### config.mk
export PLATFORM = sky130hd
export DESIGN_NAME = gregorian_day_number_converter
export DESIGN_NICKNAME = d
export VERILOG_FILES = /design/src/hdl/gdn_pkg.sv /design/src/hdl/gregorian_day_number_converter.sv
export SDC_FILE = /design/constraint.sdc
export NUM_CORES = 2
export LEC_CHECK = 0
export BUFFER_PORTS_ARGS = -buffer_cell sky130_fd_sc_hd__buf_4
export CELL_PAD_IN_SITES_DETAIL_PLACEMENT = 0
export CELL_PAD_IN_SITES_GLOBAL_PLACEMENT = 1
export CORE_MARGIN = 10
export CORE_UTILIZATION = 25
export CTS_BUF_LIST = sky130_fd_sc_hd__clkbuf_4 sky130_fd_sc_hd__clkbuf_8 sky130_fd_sc_hd__clkbuf_16
export DETAILED_ROUTE_END_ITERATION = 6
export GPL_ROUTABILITY_DRIVEN = 0
export PLACE_DENSITY = 0.41
export SLEW_MARGIN = 5
export SYNTH_ARGS = -nofsm -noshare
export SYNTH_HDL_FRONTEND = slang
export SYNTH_SLANG_ARGS = --single-unit
### constraint.sdc
create_clock -name clk -period 36.8 [get_ports clk]
set_clock_uncertainty 0.15 [all_clocks]
set_input_delay 11.04 -clock clk [delete_from_list [all_inputs] [get_ports clk]]
set_output_delay 11.04 -clock clk [all_outputs]
set_load 0.05 [all_outputs]
### src/hdl/gdn_pkg.sv
// types, constants and tables for the gregorian day number converter
package gdn_pkg;

	typedef enum logic {
		ACT_TO_DAY_NUMBER = 1'b0,
		ACT_TO_DATE       = 1'b1
	} action_t;

	localparam int YEAR_W  = 15;
	localparam int MONTH_W = 4;
	localparam int DAY_W   = 5;
	localparam int DN_W    = 23;
	localparam int WD_W    = 3;
	// year + 4800, always non-negative inside the supported range
	localparam int EY_W    = 14;

	typedef logic signed [YEAR_W-1:0] year_t;
	typedef logic [MONTH_W-1:0]       month_t;
	typedef logic [DAY_W-1:0]         day_t;
	typedef logic [DN_W-1:0]          dn_t;
	typedef logic [WD_W-1:0]          wd_t;
	typedef logic [EY_W-1:0]          ey_t;
	typedef logic [8:0]               mstart_t;

	localparam dn_t   DAY_NUMBER_MAX = 23'd5373484;
	localparam year_t YEAR_MIN       = -15'sd4713;
	localparam year_t YEAR_MAX       = 15'sd9999;

	localparam int YEAR_BIAS        = 4800;
	localparam int JDN_BIAS_TO_DATE = 32044;
	localparam int JDN_BIAS_TO_NUM  = 32045;
	localparam int DAYS_400Y        = 146097;
	localparam int DAYS_100Y        = 36524;
	localparam int DAYS_4Y          = 1461;
	localparam int DAYS_1Y          = 365;
	localparam int DAYS_WEEK        = 7;
	localparam int YEARS_400        = 400;
	localparam int YEARS_100        = 100;
	localparam int MONTHS_PER_YEAR  = 12;
	localparam int MONTH_MAX        = 12;
	localparam int EARLY_MONTHS     = 2;
	// march-based month index of january
	localparam month_t MI_JAN       = 4'd10;

	// reciprocal constants: q = (x * K) >> SH, exact over the operand range
	localparam int          DIV100_SH  = 21;
	localparam logic [14:0] DIV100_K   = 15'(((64'd1 << DIV100_SH) + 64'd99) / 64'd100);
	localparam int          Q100_W     = 8;
	localparam int          DIV7_SH    = 26;
	localparam logic [23:0] DIV7_K     = 24'(((64'd1 << DIV7_SH) + 64'd6) / 64'd7);
	localparam int          Q7_W       = 21;
	localparam int          DIV400Y_SH = 41;
	localparam logic [23:0] DIV400Y_K  = 24'(((64'd1 << DIV400Y_SH) + 64'd146096) / 64'd146097);
	localparam int          G_W        = 6;
	localparam int          DIV4Y_SH   = 27;
	localparam logic [16:0] DIV4Y_K    = 17'(((64'd1 << DIV4Y_SH) + 64'd1460) / 64'd1461);
	localparam int          B_W        = 5;

	// days before the start of a march-based month (0 = march)
	function automatic mstart_t month_start(input month_t mi);
		mstart_t days;
		unique case (mi)
			4'd0:    days = 9'd0;
			4'd1:    days = 9'd31;
			4'd2:    days = 9'd61;
			4'd3:    days = 9'd92;
			4'd4:    days = 9'd122;
			4'd5:    days = 9'd153;
			4'd6:    days = 9'd184;
			4'd7:    days = 9'd214;
			4'd8:    days = 9'd245;
			4'd9:    days = 9'd275;
			4'd10:   days = 9'd306;
			4'd11:   days = 9'd337;
			default: days = 9'd0;
		endcase
		return days;
	endfunction

endpackage

### src/hdl/gregorian_day_number_converter.sv
// gregorian date <-> julian day number converter, eleven-stage pipeline
//
//   channel   handshake              payload
//   request   req_valid/req_ready    action, year_in, month_in, day_in, day_number_in
//   response  rsp_valid/rsp_ready    day_number_out, year_out, month_out, day_out,
//                                    weekday, leap_flag, range_err
//
// eleven register stages: the response is valid once its request has passed all
// of them, one request per cycle sustained while the response side is ready
// each stage is about one constant multiply (reciprocal division) or one
// compare-subtract deep
// reset clears the stage valid bits only, the datapath registers are not reset
// a stalled response holds its register; earlier stages keep moving into empty
// slots, so requests are still taken until the pipeline is full
module gregorian_day_number_converter (
	input  logic             clk,
	input  logic             arst_n,
	input  logic             req_valid,
	output logic             req_ready,
	input  gdn_pkg::action_t action,
	input  gdn_pkg::year_t   year_in,
	input  gdn_pkg::month_t  month_in,
	input  gdn_pkg::day_t    day_in,
	input  gdn_pkg::dn_t     day_number_in,
	output logic             rsp_valid,
	input  logic             rsp_ready,
	output gdn_pkg::dn_t     day_number_out,
	output gdn_pkg::year_t   year_out,
	output gdn_pkg::month_t  month_out,
	output gdn_pkg::day_t    day_out,
	output gdn_pkg::wd_t     weekday,
	output logic             leap_flag,
	output logic             range_err
);
	import gdn_pkg::*;

	localparam int NUM_STAGES = 11;

	// stage enables, rippled back from the response register
	logic [NUM_STAGES:1] stage_en;

	// stage valid bits
	logic v_s1, v_s2, v_s3, v_s4, v_s5, v_s6, v_s7, v_s8, v_s9, v_s10, v_s11;

	// stage 1: bias the inputs, month table, range checks
	action_t act_s1;
	logic    oor_s1, a_s1;
	ey_t     y_s1;
	mstart_t md_s1;
	dn_t     j_s1, jdn_s1;
	logic    date_bad_c, num_bad_c, early_c;
	ey_t     ey_c1, y_c1;
	month_t  mi_c1;

	// stage 2: reciprocal divisions by 100, 7 and the 400-year cycle
	action_t act_s2;
	logic    oor_s2, a_s2;
	ey_t     y_s2;
	mstart_t md_s2;
	logic [Q100_W-1:0] q100y_s2;
	dn_t     j_s2, jdn_s2;
	logic [G_W-1:0]   g_s2;
	logic [Q7_W-1:0]  q7_s2;
	logic [28:0] prod_100y;
	logic [46:0] prod_g, prod_7;

	// stage 3: day number sum, remainders
	action_t act_s3;
	logic    oor_s3;
	logic signed [24:0] jd_s3;
	logic [17:0] dg_s3;
	ey_t     yp_s3;
	wd_t     wd_s3;
	logic signed [24:0] jd_c3;
	logic [17:0] dg_c3;
	ey_t     yp_c3;
	dn_t     r7_c3;

	// stage 4: century within the 400-year cycle
	action_t act_s4;
	logic    oor_s4;
	dn_t     dn_s4;
	logic [15:0] dc_s4;
	ey_t     yp_s4;
	wd_t     wd_s4;
	logic [1:0]  c_c4;
	logic        jd_bad_c4;

	// stage 5: 4-year cycle index
	action_t act_s5;
	logic    oor_s5;
	dn_t     dn_s5;
	logic [15:0] dc_s5;
	logic [B_W-1:0] b_s5;
	ey_t     yp_s5;
	wd_t     wd_s5;
	logic [32:0] prod_b;

	// stage 6: day within the 4-year cycle
	action_t act_s6;
	logic    oor_s6;
	dn_t     dn_s6;
	logic [10:0] db_s6;
	ey_t     yp_s6;
	wd_t     wd_s6;

	// stage 7: year within the 4-year cycle
	action_t act_s7;
	logic    oor_s7;
	dn_t     dn_s7;
	logic [8:0]  da_s7;
	ey_t     yp_s7;
	wd_t     wd_s7;
	logic [1:0]  a_c7;

	// stage 8: month search
	action_t act_s8;
	logic    oor_s8;
	dn_t     dn_s8;
	month_t  mi_s8;
	day_t    d_s8;
	ey_t     yp_s8;
	wd_t     wd_s8;
	month_t  mi_c8;

	// stage 9: result fields
	logic    oor_s9;
	ey_t     ey_s9;
	dn_t     dn_s9;
	year_t   yr_s9;
	month_t  mo_s9;
	day_t    dy_s9;
	wd_t     wd_s9;
	logic    roll_c9;
	ey_t     ey_c9;

	// stage 10: leap-year division
	logic    oor_s10;
	ey_t     ey_s10;
	logic [Q100_W-1:0] q100e_s10;
	dn_t     dn_s10;
	year_t   yr_s10;
	month_t  mo_s10;
	day_t    dy_s10;
	wd_t     wd_s10;
	logic [28:0] prod_100e;

	// stage 11: response register
	logic    oor_s11, leap_s11;
	dn_t     dn_s11;
	year_t   yr_s11;
	month_t  mo_s11;
	day_t    dy_s11;
	wd_t     wd_s11;
	logic    leap_c11;

	// a stage moves when it is empty or the one after it moves
	assign stage_en[11] = !v_s11 || rsp_ready;
	assign stage_en[10] = !v_s10 || stage_en[11];
	assign stage_en[9]  = !v_s9  || stage_en[10];
	assign stage_en[8]  = !v_s8  || stage_en[9];
	assign stage_en[7]  = !v_s7  || stage_en[8];
	assign stage_en[6]  = !v_s6  || stage_en[7];
	assign stage_en[5]  = !v_s5  || stage_en[6];
	assign stage_en[4]  = !v_s4  || stage_en[5];
	assign stage_en[3]  = !v_s3  || stage_en[4];
	assign stage_en[2]  = !v_s2  || stage_en[3];
	assign stage_en[1]  = !v_s1  || stage_en[2];

	assign req_ready = stage_en[1];

	always_ff @(posedge clk or negedge arst_n) begin
		if (!arst_n) begin
			v_s1  <= 1'b0;
			v_s2  <= 1'b0;
			v_s3  <= 1'b0;
			v_s4  <= 1'b0;
			v_s5  <= 1'b0;
			v_s6  <= 1'b0;
			v_s7  <= 1'b0;
			v_s8  <= 1'b0;
			v_s9  <= 1'b0;
			v_s10 <= 1'b0;
			v_s11 <= 1'b0;
		end else begin
			if (stage_en[1])  v_s1  <= req_valid;
			if (stage_en[2])  v_s2  <= v_s1;
			if (stage_en[3])  v_s3  <= v_s2;
			if (stage_en[4])  v_s4  <= v_s3;
			if (stage_en[5])  v_s5  <= v_s4;
			if (stage_en[6])  v_s6  <= v_s5;
			if (stage_en[7])  v_s7  <= v_s6;
			if (stage_en[8])  v_s8  <= v_s7;
			if (stage_en[9])  v_s9  <= v_s8;
			if (stage_en[10]) v_s10 <= v_s9;
			if (stage_en[11]) v_s11 <= v_s10;
		end
	end

	// ---------------------------------------------------------------- stage 1
	// date side works on y = year + 4800 - a with a march-based month index,
	// so every floor division below sees a non-negative operand
	always_comb begin
		date_bad_c = (year_in < YEAR_MIN) || (year_in > YEAR_MAX) || (month_in == '0)
			|| (month_in > MONTH_W'(MONTH_MAX)) || (day_in == '0);
		num_bad_c  = day_number_in > DAY_NUMBER_MAX;
		early_c    = month_in <= MONTH_W'(EARLY_MONTHS);
		ey_c1      = EY_W'(year_in + YEAR_W'(YEAR_BIAS));
		y_c1       = ey_c1 - EY_W'(early_c);
		mi_c1      = early_c ? month_in + 4'd9 : month_in - 4'd3;
	end

	always_ff @(posedge clk) begin
		if (stage_en[1]) begin
			act_s1 <= action;
			oor_s1 <= (action == ACT_TO_DATE) ? num_bad_c : date_bad_c;
			a_s1   <= early_c;
			y_s1   <= y_c1;
			md_s1  <= 9'(day_in) + month_start(mi_c1);
			j_s1   <= day_number_in + DN_W'(JDN_BIAS_TO_DATE);
			jdn_s1 <= day_number_in;
		end
	end

	// ---------------------------------------------------------------- stage 2
	// floor divisions by constant reciprocal multiply
	always_comb begin
		prod_100y = 29'(y_s1) * 29'(DIV100_K);
		prod_g    = 47'(j_s1) * 47'(DIV400Y_K);
		prod_7    = 47'(jdn_s1) * 47'(DIV7_K);
	end

	always_ff @(posedge clk) begin
		if (stage_en[2]) begin
			act_s2   <= act_s1;
			oor_s2   <= oor_s1;
			a_s2     <= a_s1;
			y_s2     <= y_s1;
			md_s2    <= md_s1;
			q100y_s2 <= prod_100y[DIV100_SH +: Q100_W];
			j_s2     <= j_s1;
			g_s2     <= prod_g[DIV400Y_SH +: G_W];
			jdn_s2   <= jdn_s1;
			q7_s2    <= prod_7[DIV7_SH +: Q7_W];
		end
	end

	// ---------------------------------------------------------------- stage 3
	// date side: day + month days + 365y + y/4 - y/100 + y/400 - 32045
	// with y/400 taken as (y/100)/4
	// number side: day within the 400-year cycle and the weekday
	always_comb begin
		jd_c3 = 25'(md_s2) + 25'(y_s2) * 25'(DAYS_1Y) + 25'(y_s2 >> 2) - 25'(q100y_s2)
			+ 25'(q100y_s2 >> 2) - 25'(JDN_BIAS_TO_NUM);
		dg_c3 = 18'(j_s2 - DN_W'(g_s2) * DN_W'(DAYS_400Y));
		r7_c3 = jdn_s2 - DN_W'(q7_s2) * DN_W'(DAYS_WEEK);
		// year accumulator: 400g on the number side, year + 4800 on the date side
		yp_c3 = (act_s2 == ACT_TO_DATE) ? EY_W'(g_s2) * EY_W'(YEARS_400)
			: y_s2 + EY_W'(a_s2);
	end

	always_ff @(posedge clk) begin
		if (stage_en[3]) begin
			act_s3 <= act_s2;
			oor_s3 <= oor_s2;
			jd_s3  <= jd_c3;
			dg_s3  <= dg_c3;
			yp_s3  <= yp_c3;
			wd_s3  <= WD_W'(r7_c3) + 3'd1;
		end
	end

	// ---------------------------------------------------------------- stage 4
	// century c = min(dg / 36524, 3) by threshold compare
	always_comb begin
		c_c4 = 2'(dg_s3 >= 18'(DAYS_100Y)) + 2'(dg_s3 >= 18'(2 * DAYS_100Y))
			+ 2'(dg_s3 >= 18'(3 * DAYS_100Y));
		jd_bad_c4 = (jd_s3 < 25'sd0) || (jd_s3 > $signed(25'(DAY_NUMBER_MAX)));
	end

	always_ff @(posedge clk) begin
		if (stage_en[4]) begin
			act_s4 <= act_s3;
			oor_s4 <= oor_s3 || ((act_s3 == ACT_TO_DAY_NUMBER) && jd_bad_c4);
			dn_s4  <= jd_s3[DN_W-1:0];
			dc_s4  <= 16'(dg_s3 - 18'(c_c4) * 18'(DAYS_100Y));
			yp_s4  <= (act_s3 == ACT_TO_DATE) ? yp_s3 + EY_W'(c_c4) * EY_W'(YEARS_100)
				: yp_s3;
			wd_s4  <= wd_s3;
		end
	end

	// ---------------------------------------------------------------- stage 5
	assign prod_b = 33'(dc_s4) * 33'(DIV4Y_K);

	always_ff @(posedge clk) begin
		if (stage_en[5]) begin
			act_s5 <= act_s4;
			oor_s5 <= oor_s4;
			dn_s5  <= dn_s4;
			dc_s5  <= dc_s4;
			b_s5   <= prod_b[DIV4Y_SH +: B_W];
			yp_s5  <= yp_s4;
			wd_s5  <= wd_s4;
		end
	end

	// ---------------------------------------------------------------- stage 6
	always_ff @(posedge clk) begin
		if (stage_en[6]) begin
			act_s6 <= act_s5;
			oor_s6 <= oor_s5;
			dn_s6  <= dn_s5;
			db_s6  <= 11'(dc_s5 - 16'(b_s5) * 16'(DAYS_4Y));
			yp_s6  <= (act_s5 == ACT_TO_DATE) ? yp_s5 + EY_W'({b_s5, 2'b00}) : yp_s5;
			wd_s6  <= wd_s5;
		end
	end

	// ---------------------------------------------------------------- stage 7
	// year in the 4-year cycle a = min(db / 365, 3)
	assign a_c7 = 2'(db_s6 >= 11'(DAYS_1Y)) + 2'(db_s6 >= 11'(2 * DAYS_1Y))
		+ 2'(db_s6 >= 11'(3 * DAYS_1Y));

	always_ff @(posedge clk) begin
		if (stage_en[7]) begin
			act_s7 <= act_s6;
			oor_s7 <= oor_s6;
			dn_s7  <= dn_s6;
			da_s7  <= 9'(db_s6 - 11'(a_c7) * 11'(DAYS_1Y));
			yp_s7  <= (act_s6 == ACT_TO_DATE) ? yp_s6 + EY_W'(a_c7) : yp_s6;
			wd_s7  <= wd_s6;
		end
	end

	// ---------------------------------------------------------------- stage 8
	// march-based month: count of month starts at or below the day of year
	always_comb begin
		mi_c8 = '0;
		for (int k = 1; k < MONTHS_PER_YEAR; k++) begin
			mi_c8 = mi_c8 + MONTH_W'(da_s7 >= month_start(MONTH_W'(k)));
		end
	end

	always_ff @(posedge clk) begin
		if (stage_en[8]) begin
			act_s8 <= act_s7;
			oor_s8 <= oor_s7;
			dn_s8  <= dn_s7;
			mi_s8  <= mi_c8;
			d_s8   <= DAY_W'(da_s7 - month_start(mi_c8));
			yp_s8  <= yp_s7;
			wd_s8  <= wd_s7;
		end
	end

	// ---------------------------------------------------------------- stage 9
	// january and february belong to the next calendar year
	always_comb begin
		roll_c9 = mi_s8 >= MI_JAN;
		ey_c9   = (act_s8 == ACT_TO_DATE) ? yp_s8 + EY_W'(roll_c9) : yp_s8;
	end

	always_ff @(posedge clk) begin
		if (stage_en[9]) begin
			oor_s9 <= oor_s8;
			ey_s9  <= ey_c9;
			dn_s9  <= (!oor_s8 && (act_s8 == ACT_TO_DAY_NUMBER)) ? dn_s8 : '0;
			if (!oor_s8 && (act_s8 == ACT_TO_DATE)) begin
				yr_s9 <= $signed({1'b0, ey_c9}) - YEAR_W'(YEAR_BIAS);
				mo_s9 <= roll_c9 ? mi_s8 - 4'd9 : mi_s8 + 4'd3;
				dy_s9 <= d_s8 + 5'd1;
				wd_s9 <= wd_s8;
			end else begin
				yr_s9 <= '0;
				mo_s9 <= '0;
				dy_s9 <= '0;
				wd_s9 <= '0;
			end
		end
	end

	// --------------------------------------------------------------- stage 10
	assign prod_100e = 29'(ey_s9) * 29'(DIV100_K);

	always_ff @(posedge clk) begin
		if (stage_en[10]) begin
			oor_s10   <= oor_s9;
			ey_s10    <= ey_s9;
			q100e_s10 <= prod_100e[DIV100_SH +: Q100_W];
			dn_s10    <= dn_s9;
			yr_s10    <= yr_s9;
			mo_s10    <= mo_s9;
			dy_s10    <= dy_s9;
			wd_s10    <= wd_s9;
		end
	end

	// --------------------------------------------------------------- stage 11
	// 4800 is a multiple of 400, so the biased year gives the same leap rule
	assign leap_c11 = !oor_s10 && (ey_s10[1:0] == 2'b00)
		&& ((ey_s10 != EY_W'(q100e_s10) * EY_W'(YEARS_100)) || (q100e_s10[1:0] == 2'b00));

	always_ff @(posedge clk) begin
		if (stage_en[11]) begin
			oor_s11  <= oor_s10;
			leap_s11 <= leap_c11;
			dn_s11   <= dn_s10;
			yr_s11   <= yr_s10;
			mo_s11   <= mo_s10;
			dy_s11   <= dy_s10;
			wd_s11   <= wd_s10;
		end
	end

	assign rsp_valid      = v_s11;
	assign day_number_out = dn_s11;
	assign year_out       = yr_s11;
	assign month_out      = mo_s11;
	assign day_out        = dy_s11;
	assign weekday        = wd_s11;
	assign leap_flag      = leap_s11;
	assign range_err      = oor_s11;

endmodule

==> metrics.cfg <==
[floorplan]
core-area_mm2=0.2297
dieArea_mm2=0.2504
ios=106
rows=176
fp.dieW_um=500.4
chipHeight_um=500.4
initial_utilization_pct=25.12

[final_layout]
layout-drive-gt1-share_pct=6.193
final_cell_area_mm2=0.06520
area_growth_pct=13.02
largest_reg_flops=25
final_nets=6588
regMostFlops=jd_s3

[logic_synthesis]
synth_top_area_share_pct=34.10
ys_types=66
synth.avg_cell_area_um2=12.25
synth_largest_area_cell=edfxtp_1
synth_commonest_cells=inv_1, ha_1, fa_1
syn_area_mm2=0.05769
synthArstFlopShare_pct=1.652
netlist_instances=4710
synth-edff-count=655
yosysMostFrequentCell=inv_1
synthFlopType=edfxtp_1
yosysWarnings=0
ys_ff_latch=666
syn_nets=6405
synth_area_leaders=edfxtp_1, fa_1, ha_1, inv_1, xnor2_1
seq_area_frac_synth_pct=34.57

[hold_path]
min-delay-start=yp_s3[1]
worstHoldPathType=reg2reg

[setup_path]
slowest_stage=nor2_1
timing.rr.end=g_s2[4]
crit_family=simple AND/OR/NAND/NOR gates
worstSetupEndpointType=output port
worstSetupPathType=in2out
timing.critical_path.mode_cell=buf_4
crit_path_max_fanout=60
worstSetupStartpointType=input port
slowest_delay_ns=0.51
cp_cell_sequence=buf_4, nor2b_1, nand2_4, nor2_1, nand3_2, buf_4, nor2_1, nand4_1, buf_4, buf_4
arrival_ns=14.27
endpoint=req_ready
cp.depth=10
cp.required_ns=25.61
critical_path_buf_inv_count=4
critPathLaunch=rsp_ready
r2r_start=j_s1[6]
reg2reg_depth=24
r2r_slack_ns=28.65

[sta]
setup_violations=0
min_period_over_period_pct=69.19
rsz0062_at_grt=false
fmax_ghz=0.03928
min_period_ns=25.46
maxSlewHeadroom_pct=26.57
finalHoldViolCount=0
fin_setup_tns_ns=0
worst_pin_slew_ns=1.101
finalMaxSlewViolations=0

[place]
dp_hpwl_um=113300
postPlaceCellArea_mm2=0.06234
port_buffers=105

[global_routing]
grt_max_degree=67
grt_first_pass_wirelength_um=217300
grt_overflow=0
grt_pass1_vias=36040
antenna_found_initial=1
gr-usage-all-layers_pct=11.13

[detailed_routing]
ant_nets=0
via_per_inst=3.998
first_pass_iters=5
vias=31920
drt_iter0_drc=1325
totalWireLength_um=136000
drcViolationCount=0
wl_per_cell_um=17.04

[clocking]
numCtsBuffers=83
root_buffer=clkbuf_16
cts_buffer_depth=3
cts_tree=done
worstSkewPairLatency_ns=0.73
cts_max_level=3
cts_setup_buffers=0
post_cts_resize_count=0
path_clk_slew_ns=0.06
cts.sinks=666
hold_buffers=0

[run]
max_cap_violations=0

[run_status]
status=finished, final reports clean

-- layout by cell type (no fill, tap or decap), types with 80 or more instances in the layout --
master | synthesis | routed
edfxtp_1 | 655 | 655
nor2_1 | 118 | 117
buf_4 | 0 | 121
xnor2_1 | 182 | 182
a21oi_1 | 134 | 134
clkbuf_16 | 0 | 83
ha_1 | 984 | 984
nand2_1 | 105 | 102
xor2_1 | 80 | 80
fa_1 | 659 | 659
o21ai_0 | 95 | 95
inv_1 | 1167 | 1164
-- cell type report --
class | count | area (um2)
Fill cell | 23810 | 164500
Antenna cell | 2 | 5.005
Inverter | 1167 | 4380
Sequential cell | 666 | 19940
Clock buffer | 102 | 2220
Tap cell | 3026 | 3786
Multi-Input combinational cell | 2854 | 33320
Clock inverter | 47 | 629.4
Timing Repair Buffer | 121 | 908.4
-- kinds of logic (layout without fill, tap and decap cells) --
logic type	after synthesis	in the layout	synth area share, %
adder cells (fa/ha/maj)	1643	1643	44.21
buffers and inverters	1190	1437	7.746
flip-flops	666	666	34.57
AND/OR/NAND/NOR	488	488	4.217
AO/OA/AOI/OAI	445	445	4.965
XOR/XNOR	262	262	3.978
multiplexers	16	16	0.3080
other	0	2	0
-- per-layer routing --
layer  up-vias  wire length, um  global-route usage, %
li1      15910                -                      -
met1     15650            68430                  15.86
met2       255            62360                  18.11
met3       117             3108                  1.561
met4         0             2153                  2.014
met5         -                0                      0
-- worst reg2reg max path, cell delays in order (launching register included) --
cell and delay, ns:
edfxtp_1 0.80, inv_1 0.11, ha_1 0.36, inv_1 0.13, fa_1 0.57, inv_1 0.06
fa_1 0.54, inv_1 0.06, fa_1 0.52, inv_1 0.05, fa_1 0.51, inv_1 0.07
fa_1 0.53, inv_1 0.05, fa_1 0.54, inv_1 0.04, ha_1 0.27, nand3_1 0.12
a21oi_1 0.07, a211oi_1 0.75, o221ai_1 0.41, a221oi_1 0.70, o21bai_1 0.19, a21oi_1 0.21
xnor2_1 0.09
-- per-stage QoR --
stage          std cells  util (%)  hold slack, ns  worst slack, ns
2_1_floorplan       4710         -          0.2503            7.893
3_3_place_gp        7834     27.14          0.2528            11.28
3_5_place_dp        7834     27.14          0.2545            11.29
4_1_cts             7983     28.38          0.2203            11.27
5_1_grt             7984     28.39          0.2373            11.06
6_report            7985     28.39          0.2320            11.34
-- worst min-delay path by stage --
stage                     depth (start not counted)  slack (ns)   endpoint
after floorplan                                   0        0.25       a_s2
after global placement                            0        0.25  dy_s10[2]
after detailed placement                          0        0.25  dn_s10[9]
after CTS                                         0        0.22   yp_s4[1]
after global routing                              0        0.24   yp_s4[1]
final                                             0        0.23   yp_s4[1]
Power is left out: the tool's default activity adds up to more than one toggle a clock period on the data nets, which glitch-free logic cannot reach.
